$ cat config.mk
export PLATFORM = sky130hd
export DESIGN_NAME = log_record_field_splitter_top
export DESIGN_NICKNAME = d
export VERILOG_FILES = /design/src/rtl/lrfs_pkg.sv /design/src/rtl/lrfs_front.sv /design/src/rtl/lrfs_queue.sv /design/src/rtl/lrfs_back.sv /design/src/rtl/log_record_field_splitter_top.sv
export SDC_FILE = /design/constraint.sdc
export NUM_CORES = 1
export LEC_CHECK = 0
export BUFFER_PORTS_ARGS = -buffer_cell sky130_fd_sc_hd__buf_2
export CAP_MARGIN = 20
export CORE_AREA = 2 2 134 97
export DETAILED_ROUTE_END_ITERATION = 8
export DIE_AREA = 0 0 136 99
export PLACE_DENSITY = 0.78
export SETUP_SLACK_MARGIN = 0.15
export SLEW_MARGIN = 10
export SYNTH_ARGS = -nofsm -noshare
export SYNTH_HDL_FRONTEND = slang
export SYNTH_SLANG_ARGS = --single-unit
$ cat constraint.sdc
create_clock -name clk -period 3.2 [get_ports clk]
set_input_delay 0.64 -clock clk [delete_from_list [all_inputs] [get_ports clk]]
set_output_delay 0.64 -clock clk [all_outputs]
set_load 0.01 [all_outputs]
$ cat src/rtl/lrfs_pkg.sv
// Shared types, constants and helpers for the log record field splitter.
// No dependencies; imported by every module of the block.
`timescale 1ns / 1ps

package lrfs_pkg;

	localparam int STACK_DEPTH = 16;
	localparam int MAX_FIELDS  = 63;
	localparam int QUEUE_DEPTH = 4;

	localparam int IDX_W  = $clog2(STACK_DEPTH);
	localparam int LVL_W  = $clog2(STACK_DEPTH + 1);
	localparam int FLD_W  = $clog2(MAX_FIELDS + 1);
	localparam int CFG_W  = 6;
	localparam int CNT_W  = ((FLD_W > CFG_W) ? FLD_W : CFG_W) + 1;
	localparam int QPTR_W = $clog2(QUEUE_DEPTH);
	localparam int QCNT_W = $clog2(QUEUE_DEPTH + 1);

	localparam int CHAR_W   = 8;
	localparam int INDEX_W  = 6;
	localparam int ERR_W    = 3;
	localparam int TDATA_W  = 24;
	localparam int TIN_W    = 8;
	localparam int TUSER_W  = 2;
	localparam int APB_AW   = 3;
	localparam int APB_DW   = 32;

	localparam logic [APB_AW-1:0] ADDR_FIELD_COUNT = 3'h0;
	localparam logic [CFG_W-1:0]  FIELD_COUNT_RST  = 6'd9;

	localparam logic [CHAR_W-1:0] CH_SPACE = 8'h20;
	localparam logic [CHAR_W-1:0] CH_QUOTE = 8'h22;
	localparam logic [CHAR_W-1:0] CH_LBR   = 8'h5B;
	localparam logic [CHAR_W-1:0] CH_RBR   = 8'h5D;

	typedef enum logic [2:0] {
		CLS_OTHER,
		CLS_SPACE,
		CLS_QUOTE,
		CLS_LBR,
		CLS_RBR
	} cls_t;

	typedef enum logic [ERR_W-1:0] {
		ERR_NONE,
		ERR_UNDERFLOW,
		ERR_OVERFLOW,
		ERR_QUOTE_START,
		ERR_TOO_MANY,
		ERR_COUNT
	} err_t;

	typedef struct packed {
		logic [CHAR_W-1:0] ch;
		cls_t              cls;
		logic              last;
	} item_t;

	function automatic err_t raise_err(err_t cur, err_t code);
		return (cur == ERR_NONE) ? code : cur;
	endfunction

endpackage

$ cat src/rtl/lrfs_front.sv
// Front end: accepts input items and classifies each character.
// Depends on lrfs_pkg; feeds lrfs_queue.
`timescale 1ns / 1ps

module lrfs_front (
	input  logic                       s_tvalid,
	output logic                       s_tready,
	input  logic [lrfs_pkg::TIN_W-1:0] s_tdata,   // [7:0] char_in
	input  logic                       s_tlast,   // record_last
	input  logic                       q_full,
	output logic                       q_push,
	output lrfs_pkg::item_t            q_item
);
	import lrfs_pkg::*;

	cls_t cls;

	always_comb begin
		case (s_tdata[CHAR_W-1:0])
			CH_SPACE: cls = CLS_SPACE;
			CH_QUOTE: cls = CLS_QUOTE;
			CH_LBR:   cls = CLS_LBR;
			CH_RBR:   cls = CLS_RBR;
			default:  cls = CLS_OTHER;
		endcase
	end

	assign s_tready    = !q_full;
	assign q_push      = s_tvalid && !q_full;
	assign q_item.ch   = s_tdata[CHAR_W-1:0];
	assign q_item.cls  = cls;
	assign q_item.last = s_tlast;

endmodule

$ cat src/rtl/lrfs_queue.sv
// Short item queue between the classifier and the parser.
// Depends on lrfs_pkg.
`timescale 1ns / 1ps

module lrfs_queue (
	input  logic            clk,
	input  logic            arst_n,
	input  logic            push,
	input  lrfs_pkg::item_t push_item,
	output logic            full,
	input  logic            pop,
	output logic            valid,
	output lrfs_pkg::item_t pop_item
);
	import lrfs_pkg::*;

	item_t             mem_q [QUEUE_DEPTH];
	logic [QPTR_W-1:0] wr_q;
	logic [QPTR_W-1:0] rd_q;
	logic [QCNT_W-1:0] cnt_q;
	logic              do_push;
	logic              do_pop;

	assign full     = (cnt_q == QCNT_W'(QUEUE_DEPTH));
	assign valid    = (cnt_q != '0);
	assign pop_item = mem_q[rd_q];
	assign do_push  = push && !full;
	assign do_pop   = pop && valid;

	always_ff @(posedge clk) begin
		if (do_push)
			mem_q[wr_q] <= push_item;
	end

	always_ff @(posedge clk or negedge arst_n) begin
		if (!arst_n) begin
			wr_q  <= '0;
			rd_q  <= '0;
			cnt_q <= '0;
		end else begin
			if (do_push)
				wr_q <= (wr_q == QPTR_W'(QUEUE_DEPTH - 1)) ? '0 : wr_q + 1'b1;
			if (do_pop)
				rd_q <= (rd_q == QPTR_W'(QUEUE_DEPTH - 1)) ? '0 : rd_q + 1'b1;
			if (do_push && !do_pop)
				cnt_q <= cnt_q + 1'b1;
			else if (do_pop && !do_push)
				cnt_q <= cnt_q - 1'b1;
		end
	end

	a_cnt_bound: assert property (@(posedge clk) disable iff (!arst_n)
		cnt_q <= QCNT_W'(QUEUE_DEPTH))
		else $error("queue count beyond depth");

	a_cnt_track: assert property (@(posedge clk) disable iff (!arst_n)
		(do_push && !do_pop) |=> (cnt_q == $past(cnt_q) + 1'b1))
		else $error("queue count missed a push");

endmodule

$ cat src/rtl/lrfs_back.sv
// Back end: nesting stack, field counter, error latch and output register.
// Depends on lrfs_pkg; drains lrfs_queue.
`timescale 1ns / 1ps

module lrfs_back (
	input  logic                         clk,
	input  logic                         arst_n,
	input  logic                         q_valid,
	input  lrfs_pkg::item_t              q_item,
	output logic                         q_pop,
	input  logic [lrfs_pkg::CFG_W-1:0]   field_count,
	output logic                         m_tvalid,
	input  logic                         m_tready,
	output logic [lrfs_pkg::TDATA_W-1:0] m_tdata,  // [7:0] char_out, [13:8] field_index,
	                                               // [16:14] error_code, rest zero
	output logic [lrfs_pkg::TUSER_W-1:0] m_tuser,  // [0] in_field, [1] field_done
	output logic                         m_tlast   // record_done
);
	import lrfs_pkg::*;

	logic              stack_mem [STACK_DEPTH];
	logic [LVL_W-1:0]  lvl_q;
	logic [FLD_W-1:0]  fld_q;
	logic              prev_space_q;
	logic              pend_q;
	logic              start_q;
	err_t              err_q;

	logic              out_valid_q;
	logic [CHAR_W-1:0] out_char_q;
	logic [INDEX_W-1:0] out_idx_q;
	logic              out_content_q;
	logic              out_done_q;
	logic              out_last_q;
	err_t              out_err_q;

	logic              take;
	logic [IDX_W-1:0]  top_idx;
	logic              top_bit;
	logic [LVL_W-1:0]  lvl_d;
	logic [FLD_W-1:0]  fld_d;
	logic              prev_space_d;
	logic              pend_d;
	logic              start_d;
	err_t              err_d;
	logic              push_en;
	logic              push_bit;
	logic              content;
	logic              done;

	assign take    = q_valid && (!out_valid_q || m_tready);
	assign q_pop   = take;
	assign top_idx = IDX_W'(lvl_q - 1'b1);
	assign top_bit = stack_mem[top_idx];

	always_comb begin
		lvl_d        = lvl_q;
		fld_d        = fld_q;
		prev_space_d = prev_space_q;
		pend_d       = 1'b0;
		start_d      = start_q;
		err_d        = err_q;
		push_en      = 1'b0;
		push_bit     = 1'b0;
		content      = 1'b1;
		done         = 1'b0;

		if (pend_q && q_item.cls == CLS_SPACE) begin
			if (lvl_q == '0)
				err_d = raise_err(err_d, ERR_UNDERFLOW);
			else if (!top_bit)
				lvl_d = lvl_q - 1'b1;
		end

		if (q_item.last) begin
			if (CNT_W'(fld_q) + 1'b1 != CNT_W'(field_count))
				err_d = raise_err(err_d, ERR_COUNT);
			content = 1'b0;
			done    = 1'b1;
		end else begin
			case (q_item.cls)
				CLS_SPACE: begin
					if (lvl_d == '0) begin
						if (CNT_W'(fld_q) >= CNT_W'(field_count))
							err_d = raise_err(err_d, ERR_TOO_MANY);
						if (fld_q < FLD_W'(MAX_FIELDS))
							fld_d = fld_q + 1'b1;
						content = 1'b0;
						done    = 1'b1;
					end
				end
				CLS_QUOTE: begin
					if (start_q)
						err_d = raise_err(err_d, ERR_QUOTE_START);
					else if (prev_space_q)
						push_en = 1'b1;
					else
						pend_d = 1'b1;
				end
				CLS_LBR: begin
					push_en  = 1'b1;
					push_bit = 1'b1;
				end
				CLS_RBR: begin
					if (lvl_q == '0)
						err_d = raise_err(err_d, ERR_UNDERFLOW);
					else if (top_bit)
						lvl_d = lvl_q - 1'b1;
				end
				default: begin
				end
			endcase
			if (push_en) begin
				if (lvl_q >= LVL_W'(STACK_DEPTH)) begin
					err_d   = raise_err(err_d, ERR_OVERFLOW);
					push_en = 1'b0;
				end else begin
					lvl_d = lvl_q + 1'b1;
				end
			end
			prev_space_d = (q_item.cls == CLS_SPACE);
			start_d      = 1'b0;
		end
	end

	always_ff @(posedge clk) begin
		if (take && push_en)
			stack_mem[lvl_q[IDX_W-1:0]] <= push_bit;
	end

	always_ff @(posedge clk or negedge arst_n) begin
		if (!arst_n) begin
			lvl_q        <= '0;
			fld_q        <= '0;
			prev_space_q <= 1'b0;
			pend_q       <= 1'b0;
			start_q      <= 1'b1;
			err_q        <= ERR_NONE;
			out_valid_q  <= 1'b0;
		end else begin
			if (take) begin
				if (q_item.last) begin
					lvl_q        <= '0;
					fld_q        <= '0;
					prev_space_q <= 1'b0;
					pend_q       <= 1'b0;
					start_q      <= 1'b1;
					err_q        <= ERR_NONE;
				end else begin
					lvl_q        <= lvl_d;
					fld_q        <= fld_d;
					prev_space_q <= prev_space_d;
					pend_q       <= pend_d;
					start_q      <= start_d;
					err_q        <= err_d;
				end
			end
			if (take)
				out_valid_q <= 1'b1;
			else if (m_tready)
				out_valid_q <= 1'b0;
		end
	end

	always_ff @(posedge clk) begin
		if (take) begin
			out_char_q    <= q_item.ch;
			out_idx_q     <= INDEX_W'(fld_q);
			out_content_q <= content;
			out_done_q    <= done;
			out_last_q    <= q_item.last;
			out_err_q     <= err_d;
		end
	end

	assign m_tvalid = out_valid_q;
	assign m_tdata  = {(TDATA_W - CHAR_W - INDEX_W - ERR_W)'(0), out_err_q, out_idx_q, out_char_q};
	assign m_tuser  = {out_done_q, out_content_q};
	assign m_tlast  = out_last_q;

	a_lvl_bound: assert property (@(posedge clk) disable iff (!arst_n)
		lvl_q <= LVL_W'(STACK_DEPTH))
		else $error("stack level beyond depth");

	a_rec_clear: assert property (@(posedge clk) disable iff (!arst_n)
		(take && q_item.last) |=> (lvl_q == '0 && fld_q == '0 && start_q && err_q == ERR_NONE))
		else $error("record state not cleared after final item");

	a_err_hold: assert property (@(posedge clk) disable iff (!arst_n)
		(take && !q_item.last && err_q != ERR_NONE) |=> (err_q == $past(err_q)))
		else $error("latched error changed within record");

	a_out_err: assert property (@(posedge clk) disable iff (!arst_n)
		(take && err_q != ERR_NONE) |=> (out_err_q == $past(err_q)))
		else $error("reported error differs from latched error");

endmodule

$ cat src/rtl/log_record_field_splitter_top.sv
// Each accepted item passes through the queue to the parser, which updates stack top, level
// and counters together and registers its result. One item per cycle unless m_tready stalls.
// A four-entry queue parts the classifier from the parser; the output register holds a result
// while the next item is taken. Reset (arst_n, asynchronous, active low) empties the queue,
// clears record state and sets field_count to 9; the nesting stack contents are left as they are.
`timescale 1ns / 1ps

module log_record_field_splitter_top (
	input  logic                         clk,
	input  logic                         arst_n,
	input  logic                         s_tvalid,
	output logic                         s_tready,
	input  logic [lrfs_pkg::TIN_W-1:0]   s_tdata,   // [7:0] char_in
	input  logic                         s_tlast,   // record_last
	output logic                         m_tvalid,
	input  logic                         m_tready,
	output logic [lrfs_pkg::TDATA_W-1:0] m_tdata,   // [7:0] char_out, [13:8] field_index,
	                                                // [16:14] error_code, rest zero
	output logic [lrfs_pkg::TUSER_W-1:0] m_tuser,   // [0] in_field, [1] field_done
	output logic                         m_tlast,   // record_done
	input  logic                         psel,
	input  logic                         penable,
	input  logic                         pwrite,
	input  logic [lrfs_pkg::APB_AW-1:0]  paddr,
	input  logic [lrfs_pkg::APB_DW-1:0]  pwdata,
	output logic [lrfs_pkg::APB_DW-1:0]  prdata,
	output logic                         pready
);
	import lrfs_pkg::*;

	logic             fc_wr_en;
	logic [CFG_W-1:0] fc_q;
	logic             q_full;
	logic             q_push;
	item_t            push_item;
	logic             q_valid;
	logic             q_pop;
	item_t            pop_item;

	assign pready   = 1'b1;
	assign fc_wr_en = psel && penable && pwrite && (paddr == ADDR_FIELD_COUNT);
	assign prdata   = (paddr == ADDR_FIELD_COUNT) ? APB_DW'(fc_q) : '0;

	always_ff @(posedge clk or negedge arst_n) begin
		if (!arst_n)
			fc_q <= FIELD_COUNT_RST;
		else if (fc_wr_en)
			fc_q <= pwdata[CFG_W-1:0];
	end

	lrfs_front u_front (
		.s_tvalid (s_tvalid),
		.s_tready (s_tready),
		.s_tdata  (s_tdata),
		.s_tlast  (s_tlast),
		.q_full   (q_full),
		.q_push   (q_push),
		.q_item   (push_item)
	);

	lrfs_queue u_queue (
		.clk       (clk),
		.arst_n    (arst_n),
		.push      (q_push),
		.push_item (push_item),
		.full      (q_full),
		.pop       (q_pop),
		.valid     (q_valid),
		.pop_item  (pop_item)
	);

	lrfs_back u_back (
		.clk         (clk),
		.arst_n      (arst_n),
		.q_valid     (q_valid),
		.q_item      (pop_item),
		.q_pop       (q_pop),
		.field_count (fc_q),
		.m_tvalid    (m_tvalid),
		.m_tready    (m_tready),
		.m_tdata     (m_tdata),
		.m_tuser     (m_tuser),
		.m_tlast     (m_tlast)
	);

endmodule
==> flow_metrics.py, run 1 <==
metrics = {
    "synthesis": {
        "yosysWarnings": 0,
        "ys_seq_elements": 115,
        "ys.flop_type": "edfxtp_1",
        "synth_top_area_share_pct": 42.0,
        "synth-edff-count": 84,
        "synth_area_sq_mm": 0.00600,
        "yosysSeqAreaShare_pct": 55.0,
        "synth_largest_area_cell": "edfxtp_1",
        "synthCells": 479,
        "synthArstFlopShare_pct": 27.0,
        "synthTopCellsByArea": "edfxtp_1 42%, dfrtp_1 12%, mux4_2 5.3%",
        "synth_area_per_cell_sq_um": 12.5,
        "synth.distinct_cells": 72,
    },
    "detailed_routing": {
        "routed_wl_mm": 12.7,
        "first_pass_iters": 6,
        "ant_nets": 0,
        "vias_per_cell": 5.56,
        "route.detailed.drc": 0,
        "num_vias": 4027,
        "wl_met1_mm": 5.70,
        "wl_met3_microns": 851,
        "dr_wl_met2_mm": 5.91,
        "routedWlPerCell_microns": 17.5,
        "highest_layer": "met4",
        "dr.first_iter.drc_count": 243,
    },
    "sta": {
        "fmax_mhz": 340,
        "tns_ps": 0,
        "period_needed_ps": 2940,
        "setup_ws_ps": 257,
        "final-max-slew-violation-count": 0,
        "finalSetupViolCount": 0,
        "tightestPinTransition_ps": 763,
        "rsz0062_at_grt": "yes",
        "finClkSkew_ps": 5.82,
        "slew_headroom_pct": 49.1,
        "finalHoldViolCount": 0,
        "period_share_pct": 92.0,
    },
    "outcome": {
        "status": "finished, final reports clean",
    },
    "cts": {
        "numCtsBuffers": 17,
        "clock_tree.buffer_depth": 2,
        "clk_pin_slew_ps": 50,
        "holdBufCountCts": 0,
        "cts_tree": "yes",
        "htree_levels": 4,
        "root_buffer": "clkbuf_16",
        "insertion_delay_ps": 410,
        "cts_sinks": 115,
    },
    "critical_path": {
        "cp-start-kind": "register",
        "max_stage_delay_ps": 410,
        "worstPathCellList": "inv_1 > buf_4 > ha_2 > xor2_2 > mux2_4 > nor4b_4 > o21ai_2 > a211o_4 > nor4_1 > a311o_1",
        "crit_arrival_ps": 3220,
        "path_class": "register to register",
        "critical_path.max_fanout": 9,
        "critical_path_required_ps": 3470,
        "crit_path_top_delay_cell": "a211o_4",
        "cp-end-kind": "register",
        "rr_startpoint": "u_back.lvl_q[0]",
        "setup.worst_path.start": "u_back.lvl_q[0]",
    },
    "die": {
        "fp.dieW_microns": 136,
        "rows": 34,
        "io_pins": 113,
        "dieArea_sq_mm": 0.0135,
        "die_h_microns": 99,
        "core_sq_mm": 0.0122,
        "initial_core_util_pct": 49.3,
    },
    "place": {
        "io_buffers": 52,
        "place_ws_ps": 72.0,
        "dp_hpwl_mm": 8.61,
        "gp_congestion": 0.895,
    },
    "global_route": {
        "grt_pass1_vias": 4033,
        "grt_pass1_wl_mm": 20.4,
        "grt_util_all_layers_pct": 20.0,
        "grt_max_degree": 32,
        "overflow": 0,
        "antenna_found_initial": 0,
    },
    "final_layout": {
        "fin_util_pct": 57.8,
        "area_growth_pct": 17.3,
        "drive_above_1_share_pct": 27.8,
        "antenna_cells": 0,
        "nets": 619,
    },
    "power": {
        "leakage_uw": 0.00280,
        "p_per_area_mw_per_mm2": 980,
        "ir_drop_mv": 0.628,
    },
    "run": {
        "cap_violations": 0,
    },
    "worst_hold_path": {
        "hold_class": "primary input to asynchronous set/reset pin",
    },
}
-- sequential cells by signal, summed over array words and instances (netlist names) --
name                  flops
u_back.m_tvalid           1
u_back.out_err_q          3
u_back.stack_mem         16
u_back.fld_q              6
u_queue.rd_q              2
u_queue.wr_q              2
u_back.prev_space_q       1
u_back.pend_q             1
u_back.err_q              3
u_queue.mem_q            48
u_back.out_char_q         8
u_back.out_content_q      1
u_back.lvl_q              5
u_back.start_q            1
u_back.m_tlast            1
u_back.out_done_q         1
u_queue.cnt_q             3
fc_q                      6
u_back.out_idx_q          6
-- worst paths after layout --
kind / depth (start not counted) / slack (ps) / end
min in group clk: 3 / 440 / fc_q[5]
max in group asynchronous: 1 / 2400 / u_queue.cnt_q[1]
min reg2reg: 2 / 520 / u_back.m_tvalid
max reg2reg: 10 / 260 / u_back.out_err_q[2]
max: 10 / 260 / u_back.out_err_q[2]
min: 1 / 300 / u_back.lvl_q[0]
-- cell families (layout without fill, tap and decap cells) --
| logic type | count (synthesis) | count (layout) | synth area share, % |
|---|---|---|---|
| buf+inv | 76 | 127 | 8.30 |
| mux | 26 | 26 | 7.92 |
| compound gates | 78 | 78 | 9.11 |
| fa+ha+maj | 19 | 19 | 4.09 |
| other cells | 2 | 34 | 0.125 |
| simple gates | 152 | 152 | 13.8 |
| flops | 115 | 115 | 55.0 |
| xor+xnor | 11 | 11 | 1.61 |
-- worst max-delay path, delay by kind of cell, from the launching register on --
| family | cells | cell delay, ps |
|---|---|---|
| AOI/OAI and AO/OA | 3 | 720 |
| xor gates and xnor gates | 1 | 220 |
| adders and majority gates | 1 | 200 |
| buffers and inverters | 2 | 260 |
| DFF | 1 | 390 |
| muxes | 1 | 370 |
| and+or+nand+nor | 2 | 640 |
-- final cells by class --
cell class                 instances  area (sq um)
multi-input combinational        320          2360
timing repair buffer              76           444
clock inverter                    15           229
clock buffer                      17           425
tap                              162           203
sequential                       115          3300
fill                             971          5130
inverter                          19          71.3
-- synth_stat cells, drive strengths merged (8+ instances only) --
cell type  count
edfxtp        84
buf           46
nand2         40
nor2          32
dfrtp         28
o21ai         22
inv           19
ha            18
mux4          16
nor3          15
a21oi         11
clkbuf        11
nor4          10
and2           9
xor2           8
-- per-stage QoR --
stage / hold slack (ps) / cells / area (sq um) / total power, uW
6_report: 300 / 724 / 7040 / 6900
5_1_grt: 356 / 724 / 7040 / 7260
4_1_cts: 326 / 723 / 7000 / 6860
3_5_place_dp: 507 / 690 / 6320 / 4710
3_3_place_gp: 477 / 690 / 6320 / 4600
2_1_floorplan: 344 / 511 / 6120 / 4000
-- timing repair --
item | CTS | global route
setup buffers | 1 | 1
pin swaps | 2 | 3
gates cloned | 0 | 0
setup endpoints to repair | 3 | 12
resized for setup | 3 | 9
-- layout by cell type, fill, tap and decap left out, types with 3 or more instances in the layout --
| cell | netlist | final |
|---|---|---|
| mux2i_1 | 4 | 4 |
| and2_1 | 7 | 8 |
| or2_2 | 3 | 3 |
| edfxtp_1 | 84 | 84 |
| a21oi_1 | 11 | 11 |
| a31oi_1 | 5 | 5 |
| clkinvlp_4 | 0 | 3 |
| dfstp_2 | 3 | 3 |
| nor2_1 | 32 | 32 |
| nor3b_1 | 3 | 3 |
| or2b_2 | 5 | 5 |
| nand3_1 | 4 | 4 |
| ha_1 | 18 | 16 |
| xnor2_1 | 3 | 3 |
| a32oi_1 | 3 | 3 |
| nor4_1 | 8 | 8 |
| buf_2 | 1 | 52 |
| nand2b_1 | 6 | 6 |
| or3_1 | 5 | 5 |
| buf_4 | 39 | 23 |
| clkinv_4 | 0 | 3 |
| o21ai_0 | 21 | 20 |
| nor3_1 | 15 | 15 |
| bufinv_16 | 0 | 5 |
| xor2_1 | 8 | 7 |
| mux4_2 | 14 | 14 |
| conb_1 | 2 | 34 |
| inv_6 | 0 | 3 |
| a211oi_1 | 5 | 5 |
| and3_1 | 4 | 4 |
| nand2_1 | 40 | 40 |
| dfrtp_1 | 28 | 28 |
| inv_1 | 18 | 17 |
| mux2_2 | 6 | 4 |
| a21o_1 | 6 | 6 |
| clkbuf_16 | 0 | 17 |
| o31ai_1 | 3 | 3 |
-- metal layers --
| layer | GRT usage, % | up-vias |
|---|---|---|
| li1 | - | 1849 |
| met1 | 27.5 | 1963 |
| met2 | 31.0 | 192 |
| met3 | 4.22 | 23 |
| met4 | 8.25 | 0 |
| met5 | 0 | - |
-- where the power goes --
group / switching (uW) / internal (uW) / total, uW
combinational: 1400 / 1080 / 2480
sequential: 247 / 2080 / 2330
clock: 700 / 1390 / 2090
total: 2350 / 4550 / 6900
No activity file was read; power rests on OpenSTA's default activity.
==> inputs of run 2 (changes only) <==
Settings changed: CELL_PAD_IN_SITES_DETAIL_PLACEMENT set to 1, CELL_PAD_IN_SITES_GLOBAL_PLACEMENT set to 1, CORE_AREA 2 2 134 97 to 2 2 150 108, DIE_AREA 0 0 136 99 to 0 0 152 110.
==> run 2 against run 1 <==
- die area grew 24%
- critical endpoint is now u_back.fld_q[0]
- combinational power grew 8%
- register-to-register slack got worse by 60 ps
==> flow_metrics.py, run 2 (synthesis results as in run 1) <==
metrics = {
    "power": {
        "comb_power_share_pct": 37.5,
        "leakage_uw": 0.00283,
        "p_int_uw": 4540,
        "ir_drop_mv": 0.393,
        "power.total_uw": 7120,
        "netSwitchingPower_uw": 2580,
        "clkPwrFrac_pct": 29.3,
        "p_per_area_mw_per_mm2": 989,
        "p_seq_share_pct": 33.3,
        "sw_frac_of_total_pct": 36.3,
    },
    "die": {
        "initial_core_util_pct": 39.3,
        "io_pins": 113,
        "core_sq_mm": 0.0153,
        "dieArea_sq_mm": 0.0167,
        "rows": 38,
        "die_h_microns": 110,
        "fp.dieW_microns": 152,
    },
    "critical_path": {
        "cp-end-kind": "register",
        "reg2reg_to": "u_back.fld_q[0]",
        "cp-start-kind": "register",
        "path_class": "register to register",
        "reg2reg_slack_ps": 200,
        "critical_path_required_ps": 3480,
        "critical_path.max_fanout": 5,
        "crit_arrival_ps": 3280,
        "r2r_cells": 11,
        "rr_startpoint": "u_back.lvl_q[0]",
    },
    "place": {
        "dpl_cell_area_sq_mm": 0.00637,
        "dp_hpwl_mm": 10.3,
        "gp_congestion": 0.849,
        "io_buffers": 52,
    },
    "cts": {
        "htree_levels": 4,
        "clk_pin_slew_ps": 60,
        "root_buffer": "clkbuf_16",
        "numCtsBuffers": 17,
        "cts_tree": "yes",
        "insertion_delay_ps": 420,
        "clock_tree.buffer_depth": 2,
        "holdBufCountCts": 0,
        "cts_sinks": 115,
    },
    "sta": {
        "period_share_pct": 93.8,
        "slew_headroom_pct": 46.8,
        "rsz0062_at_grt": "yes",
        "whs_ps": 306,
        "final-max-slew-violation-count": 0,
        "tightestPinTransition_ps": 799,
        "finalSetupViolCount": 0,
        "fmax_mhz": 333,
        "period_needed_ps": 3000,
        "finalHoldViolCount": 0,
        "finClkSkew_ps": 6.07,
    },
    "worst_hold_path": {
        "hold_class": "primary input to asynchronous set/reset pin",
    },
    "global_route": {
        "grt_max_degree": 32,
        "overflow": 0,
        "grt_pass1_wl_mm": 24.6,
        "antenna_found_initial": 0,
        "grt_util_all_layers_pct": 19.3,
        "grt_pass1_vias": 4441,
    },
    "detailed_routing": {
        "num_vias": 4162,
        "routed_wl_mm": 15.6,
        "routedWlPerCell_microns": 20.3,
        "vias_per_cell": 5.42,
        "dr.first_iter.drc_count": 318,
        "route.detailed.drc": 0,
        "first_pass_iters": 5,
        "ant_nets": 0,
    },
    "run": {
        "cap_violations": 0,
    },
    "final_layout": {
        "largest_reg_flops": 48,
        "antenna_cells": 0,
        "fin_area_sq_mm": 0.00720,
        "layout_commonest_cell": "edfxtp_1",
        "ff_latch_area_sq_mm": 0.00330,
        "layout_common_cells": "84 x edfxtp_1, 52 x buf_2, 40 x nand2_1",
        "drive_above_1_share_pct": 30.3,
        "max_flop_register": "u_queue.mem_q",
        "area_growth_pct": 20.0,
        "n_fill_cell": 1599,
        "nets": 625,
        "multi_input_area_sq_mm": 0.00244,
    },
    "outcome": {
        "status": "finished, final reports clean",
    },
}
-- run 2: changes by cell type in the layout (fill, tap and decap cells not counted), sizes merged --
cell / delta
clkinv: -2
clkinvlp: -1
bufinv: -1
buf: +5
inv: +4
a211o: +1
-- run 2: critical path: stages, from the launching register on --
cell      delay (ps)
dfrtp_1          410
inv_2            120
buf_4            150
ha_4             160
xor2_4           190
mux2_4           240
nor4b_4           60
buf_4            170
or4_4            530
a211o_4          400
o311ai_2         300
o211ai_1         140
-- run 2: routing by layer --
metal  vias up  part of all wire [%]  global-route usage [%]
li1       1869                     -                       -
met1      2104                    44                    24.7
met2       165                    48                    32.5
met3        24                   5.5                    4.50
met4         0                   1.7                    7.28
met5         -                     0                       0
-- run 2: what timing repair did --
| item | in CTS | in global routing |
|---|---|---|
| setup buffers | 1 | 6 |
| cloned | 0 | 1 |
| gates resized for setup | 3 | 24 |
| setup endpoints to repair | 10 | 21 |
| pin swaps | 1 | 8 |
-- run 2: stage by stage --
stage	std cells	util, %	setup WS (ps)	TNS [ps]
after detailed placement	728	41.7	-6.66	-6.66
after CTS	761	46.1	156	0
after global placement	728	41.7	200	0
after floorplan	511	-	234	0
final	768	47.2	199	0
after global routing	768	47.2	102	0
-- run 2: how the worst max path moves through the flow --
stage / cells past startpoint / slack [ps] / to / startpoint
2_1_floorplan: 11 / 230 / u_back.out_err_q[2] / u_back.lvl_q[0]
3_3_place_gp: 9 / 200 / u_back.out_content_q / u_back.lvl_q[0]
3_5_place_dp: 9 / -7 / u_back.fld_q[0] / u_back.lvl_q[0]
4_1_cts: 6 / 160 / u_back.stack_mem[3] / u_queue.rd_q[0]
5_1_grt: 9 / 100 / u_back.out_err_q[2] / u_back.lvl_q[0]
6_report: 11 / 200 / u_back.fld_q[0] / u_back.lvl_q[0]
-- run 2: cell type report --
| class | count | share of cell area (%) |
|---|---|---|
| clock buffers | 17 | 5.91 |
| clock inverters | 15 | 3.04 |
| inverters | 19 | 0.991 |
| multi-input cells | 321 | 33.9 |
| flip-flops and latches | 115 | 45.9 |
| well taps | 200 | 3.48 |
| repair buffers | 81 | 6.74 |
-- run 2: power groups by stage --
| stage | combinational, uW | sequential [uW] | clock [uW] |
|---|---|---|---|
| final | 2670 | 2370 | 2080 |
| after global routing | 2890 | 2420 | 2160 |
| after CTS | 2450 | 2360 | 2110 |
| after detailed placement | 2380 | 2380 | 0 |
| after global placement | 2250 | 2340 | 0 |
| after floorplan | 1680 | 2320 | 0 |
==> inputs of run 3 (changes only) <==
Settings changed: ABC_AREA set to 1, CORE_AREA 2 2 150 108 to 2 2 155 112, DIE_AREA 0 0 152 110 to 0 0 157 114, PLACE_DENSITY 0.78 to 0.79, SYNTH_HIERARCHICAL set to 1, TNS_END_PERCENT set to 1.
==> run 3 against run 2 <==
- sequential share of layout area down 0.25 points
- worst hold slack worse by 29 ps
- synthesized cell count up 39%
- design area up 0.56%
- via count up 10%
- critical path depth up 3
- utilization down 3.5 points
- maximum frequency up 7.5%
- largest cell class unchanged
==> flow_metrics.py, run 3 <==
metrics = {
    "outcome": {
        "status": "finished, final reports clean",
    },
    "cts": {
        "numCtsBuffers": 17,
        "cts_tree": "yes",
        "holdBufCountCts": 0,
        "insertion_delay_ps": 430,
        "htree_levels": 4,
        "clk_pin_slew_ps": 60,
        "clock_tree.buffer_depth": 2,
        "root_buffer": "clkbuf_16",
        "cts_sinks": 115,
    },
    "sta": {
        "final-max-slew-violation-count": 0,
        "finalHoldViolCount": 0,
        "tns_ps": 0,
        "rsz0062_at_grt": "no",
        "finClkSkew_ps": 26.0,
        "tightestPinTransition_ps": 763,
        "slew_headroom_pct": 49.2,
        "finalSetupViolCount": 0,
        "fmax_mhz": 358,
        "period_needed_ps": 2790,
        "period_share_pct": 87.3,
    },
    "synthesis": {
        "yosysSeqAreaShare_pct": 52.5,
        "synthArstFlopShare_pct": 27.0,
        "synth.distinct_cells": 45,
        "synth_largest_area_cell": "edfxtp_1",
        "synth_most_common_cell": "nand2_1",
        "synth_area_sq_mm": 0.00629,
        "ys_seq_elements": 115,
        "synthCells": 668,
        "ys.flop_type": "edfxtp_1",
        "synth-edff-count": 84,
        "yosysWarnings": 6,
        "ys_top_cells_by_count": "144 x nand2_1, 102 x inv_1, 84 x edfxtp_1",
        "synth_top_area_share_pct": 40.1,
        "synth_area_per_cell_sq_um": 9.41,
        "synthTopCellsByArea": "edfxtp_1 40%, dfrtp_1 11%, nand2_1 8.6%",
    },
    "detailed_routing": {
        "route.detailed.drc": 0,
        "ant_nets": 0,
        "routedWlPerCell_microns": 15.1,
        "vias_per_cell": 4.70,
        "routed_wl_mm": 14.8,
        "first_pass_iters": 5,
        "dr.first_iter.drc_count": 300,
        "num_vias": 4579,
    },
    "final_layout": {
        "antenna_cells": 0,
        "largest_reg_flops": 48,
        "multi_input_area_sq_mm": 0.00223,
        "area_growth_pct": 15.1,
        "max_flop_register": "u_queue/mem_q",
        "fin_util_pct": 43.7,
        "layout_commonest_cell": "nand2_1",
        "fin_area_sq_mm": 0.00724,
        "final-instance-count-excl-fill": 975,
        "nets": 801,
        "ff_latch_area_sq_mm": 0.00330,
        "layout_common_cells": "144 x nand2_1, 102 x inv_1, 84 x edfxtp_1",
        "n_fill_cell": 1939,
        "drive_above_1_share_pct": 20.0,
    },
    "global_route": {
        "antenna_found_initial": 0,
        "overflow": 0,
        "grt_pass1_wl_mm": 24.3,
        "grt_util_all_layers_pct": 17.9,
        "grt_max_degree": 34,
        "grt_pass1_vias": 4841,
    },
    "power": {
        "netSwitchingPower_uw": 2860,
        "p_per_area_mw_per_mm2": 976,
        "p_int_uw": 4200,
        "leakage_uw": 0.00336,
        "clkPwrFrac_pct": 26.5,
        "p_seq_share_pct": 32.7,
        "ir_drop_mv": 0.422,
        "sw_frac_of_total_pct": 40.5,
        "comb_power_share_pct": 40.8,
    },
    "place": {
        "dpl_cell_area_sq_mm": 0.00661,
        "io_buffers": 52,
        "dp_hpwl_mm": 10.1,
        "dp_cells": 940,
        "gp_congestion": 0.808,
    },
    "die": {
        "dieArea_sq_mm": 0.0179,
        "fp.dieW_microns": 157,
        "rows": 40,
        "initial_core_util_pct": 37.9,
        "io_pins": 113,
        "core_sq_mm": 0.0166,
        "die_h_microns": 114,
    },
    "critical_path": {
        "cp-start-kind": "register",
        "critical_path.max_fanout": 6,
        "r2r_cells": 14,
        "path_delay_family": "simple AND/OR/NAND/NOR gates",
        "worstPathCellList": "inv_1 > ha_2 > buf_4 > nand3_1 > nand3_1 > nand3_2 > nand4_1 > nand2_1 > nand2_1 > nand3_1 > nor2_1 > nand3_2 > nand3_1 > nand2_1",
        "crit_arrival_ps": 3080,
        "rr_startpoint": "u_back/lvl_q[1]",
        "max_stage_delay_ps": 440,
        "cp-end-kind": "register",
        "reg2reg_to": "u_back/fld_q[0]",
        "reg2reg_slack_ps": 410,
        "crit_top_cell": "nand3_1",
        "path_buf_inv": 2,
        "path_class": "register to register",
        "cp-endpoint": "u_back/fld_q[0]",
        "critical_path_required_ps": 3490,
        "setup.worst_path.start": "u_back/lvl_q[1]",
        "worst-path-stages": 14,
        "crit_path_top_delay_cell": "dfrtp_1",
    },
    "run": {
        "cap_violations": 0,
    },
    "worst_hold_path": {
        "hold_class": "primary input to asynchronous set/reset pin",
    },
}
-- run 3: changes by cell type in the layout (fill, tap and decap cells not counted), moves of 7 or more --
cell,before,now
nor2_2,0,7
nor2_1,32,53
nor3_1,14,5
o211ai_1,2,28
nand2_2,0,10
nand2_1,40,144
mux4_2,15,0
inv_1,16,102
nand3_1,4,44
and2_1,8,0
buf_4,28,20
-- run 3: logic make-up (layout without fill, tap and decap cells) --
logic type | after synthesis | in the layout | share of synthesized area, %
other cells | 3 | 34 | 0.179
buf+inv | 170 | 215 | 14.1
compound gates | 65 | 65 | 7.13
flops | 115 | 115 | 52.5
simple gates | 283 | 283 | 20.2
fa+ha+maj | 19 | 19 | 3.90
xor+xnor | 13 | 13 | 2.05
-- run 3: cell type report --
| class | instances | share of cell area [%] |
|---|---|---|
| Timing Repair Buffer | 72 | 5.67 |
| Clock buffer | 17 | 5.88 |
| Inverter | 111 | 5.79 |
| Multi-Input combinational cell | 414 | 30.8 |
| Clock inverter | 15 | 2.18 |
| Tap cell | 231 | 3.99 |
| Sequential cell | 115 | 45.7 |
-- run 3: routing by layer --
metal | up-vias | part of all wire [%] | track usage (%)
met2 | 82 | 50 | 29.6
li1 | 2226 | - | -
met1 | 2262 | 46 | 23.0
met5 | - | 0 | 0
met4 | 0 | 0.87 | 6.24
met3 | 9 | 3.9 | 4.26
-- run 3: how the worst min path moves through the flow --
stage,start,slack (ps),to
finish,arst_n,280,u_back/lvl_q[0]
global route,arst_n,330,u_back/lvl_q[0]
CTS,arst_n,310,u_back/lvl_q[0]
detailed placement,u_queue/cnt_q[2],490,u_queue/cnt_q[2]
global placement,u_queue/cnt_q[2],480,u_queue/cnt_q[2]
floorplan,arst_n,340,fc_q[1]
-- run 3: per-stage QoR --
stage	total power (uW)	setup WS (ps)	hold slack, ps
2_1_floorplan	4360	279	344
3_3_place_gp	5010	357	479
3_5_place_dp	5130	214	495
4_1_cts	7080	238	310
5_1_grt	7590	176	332
6_report	7060	408	277
-- run 3: timing repair --
item / 4_1_cts / 5_1_grt
pin swaps: 0 / 1
buffers inserted: 0 / 3
endpoints found under the setup margin: 6 / 11
resized for setup: 2 / 5
-- run 3: power groups by stage --
stage / clock network, uW / registers, uW / logic, uW
finish: 1870 / 2310 / 2880
CTS: 1910 / 2320 / 2860
global placement: 0 / 2320 / 2690
detailed placement: 0 / 2340 / 2790
global route: 1980 / 2350 / 3260
floorplan: 0 / 2310 / 2040
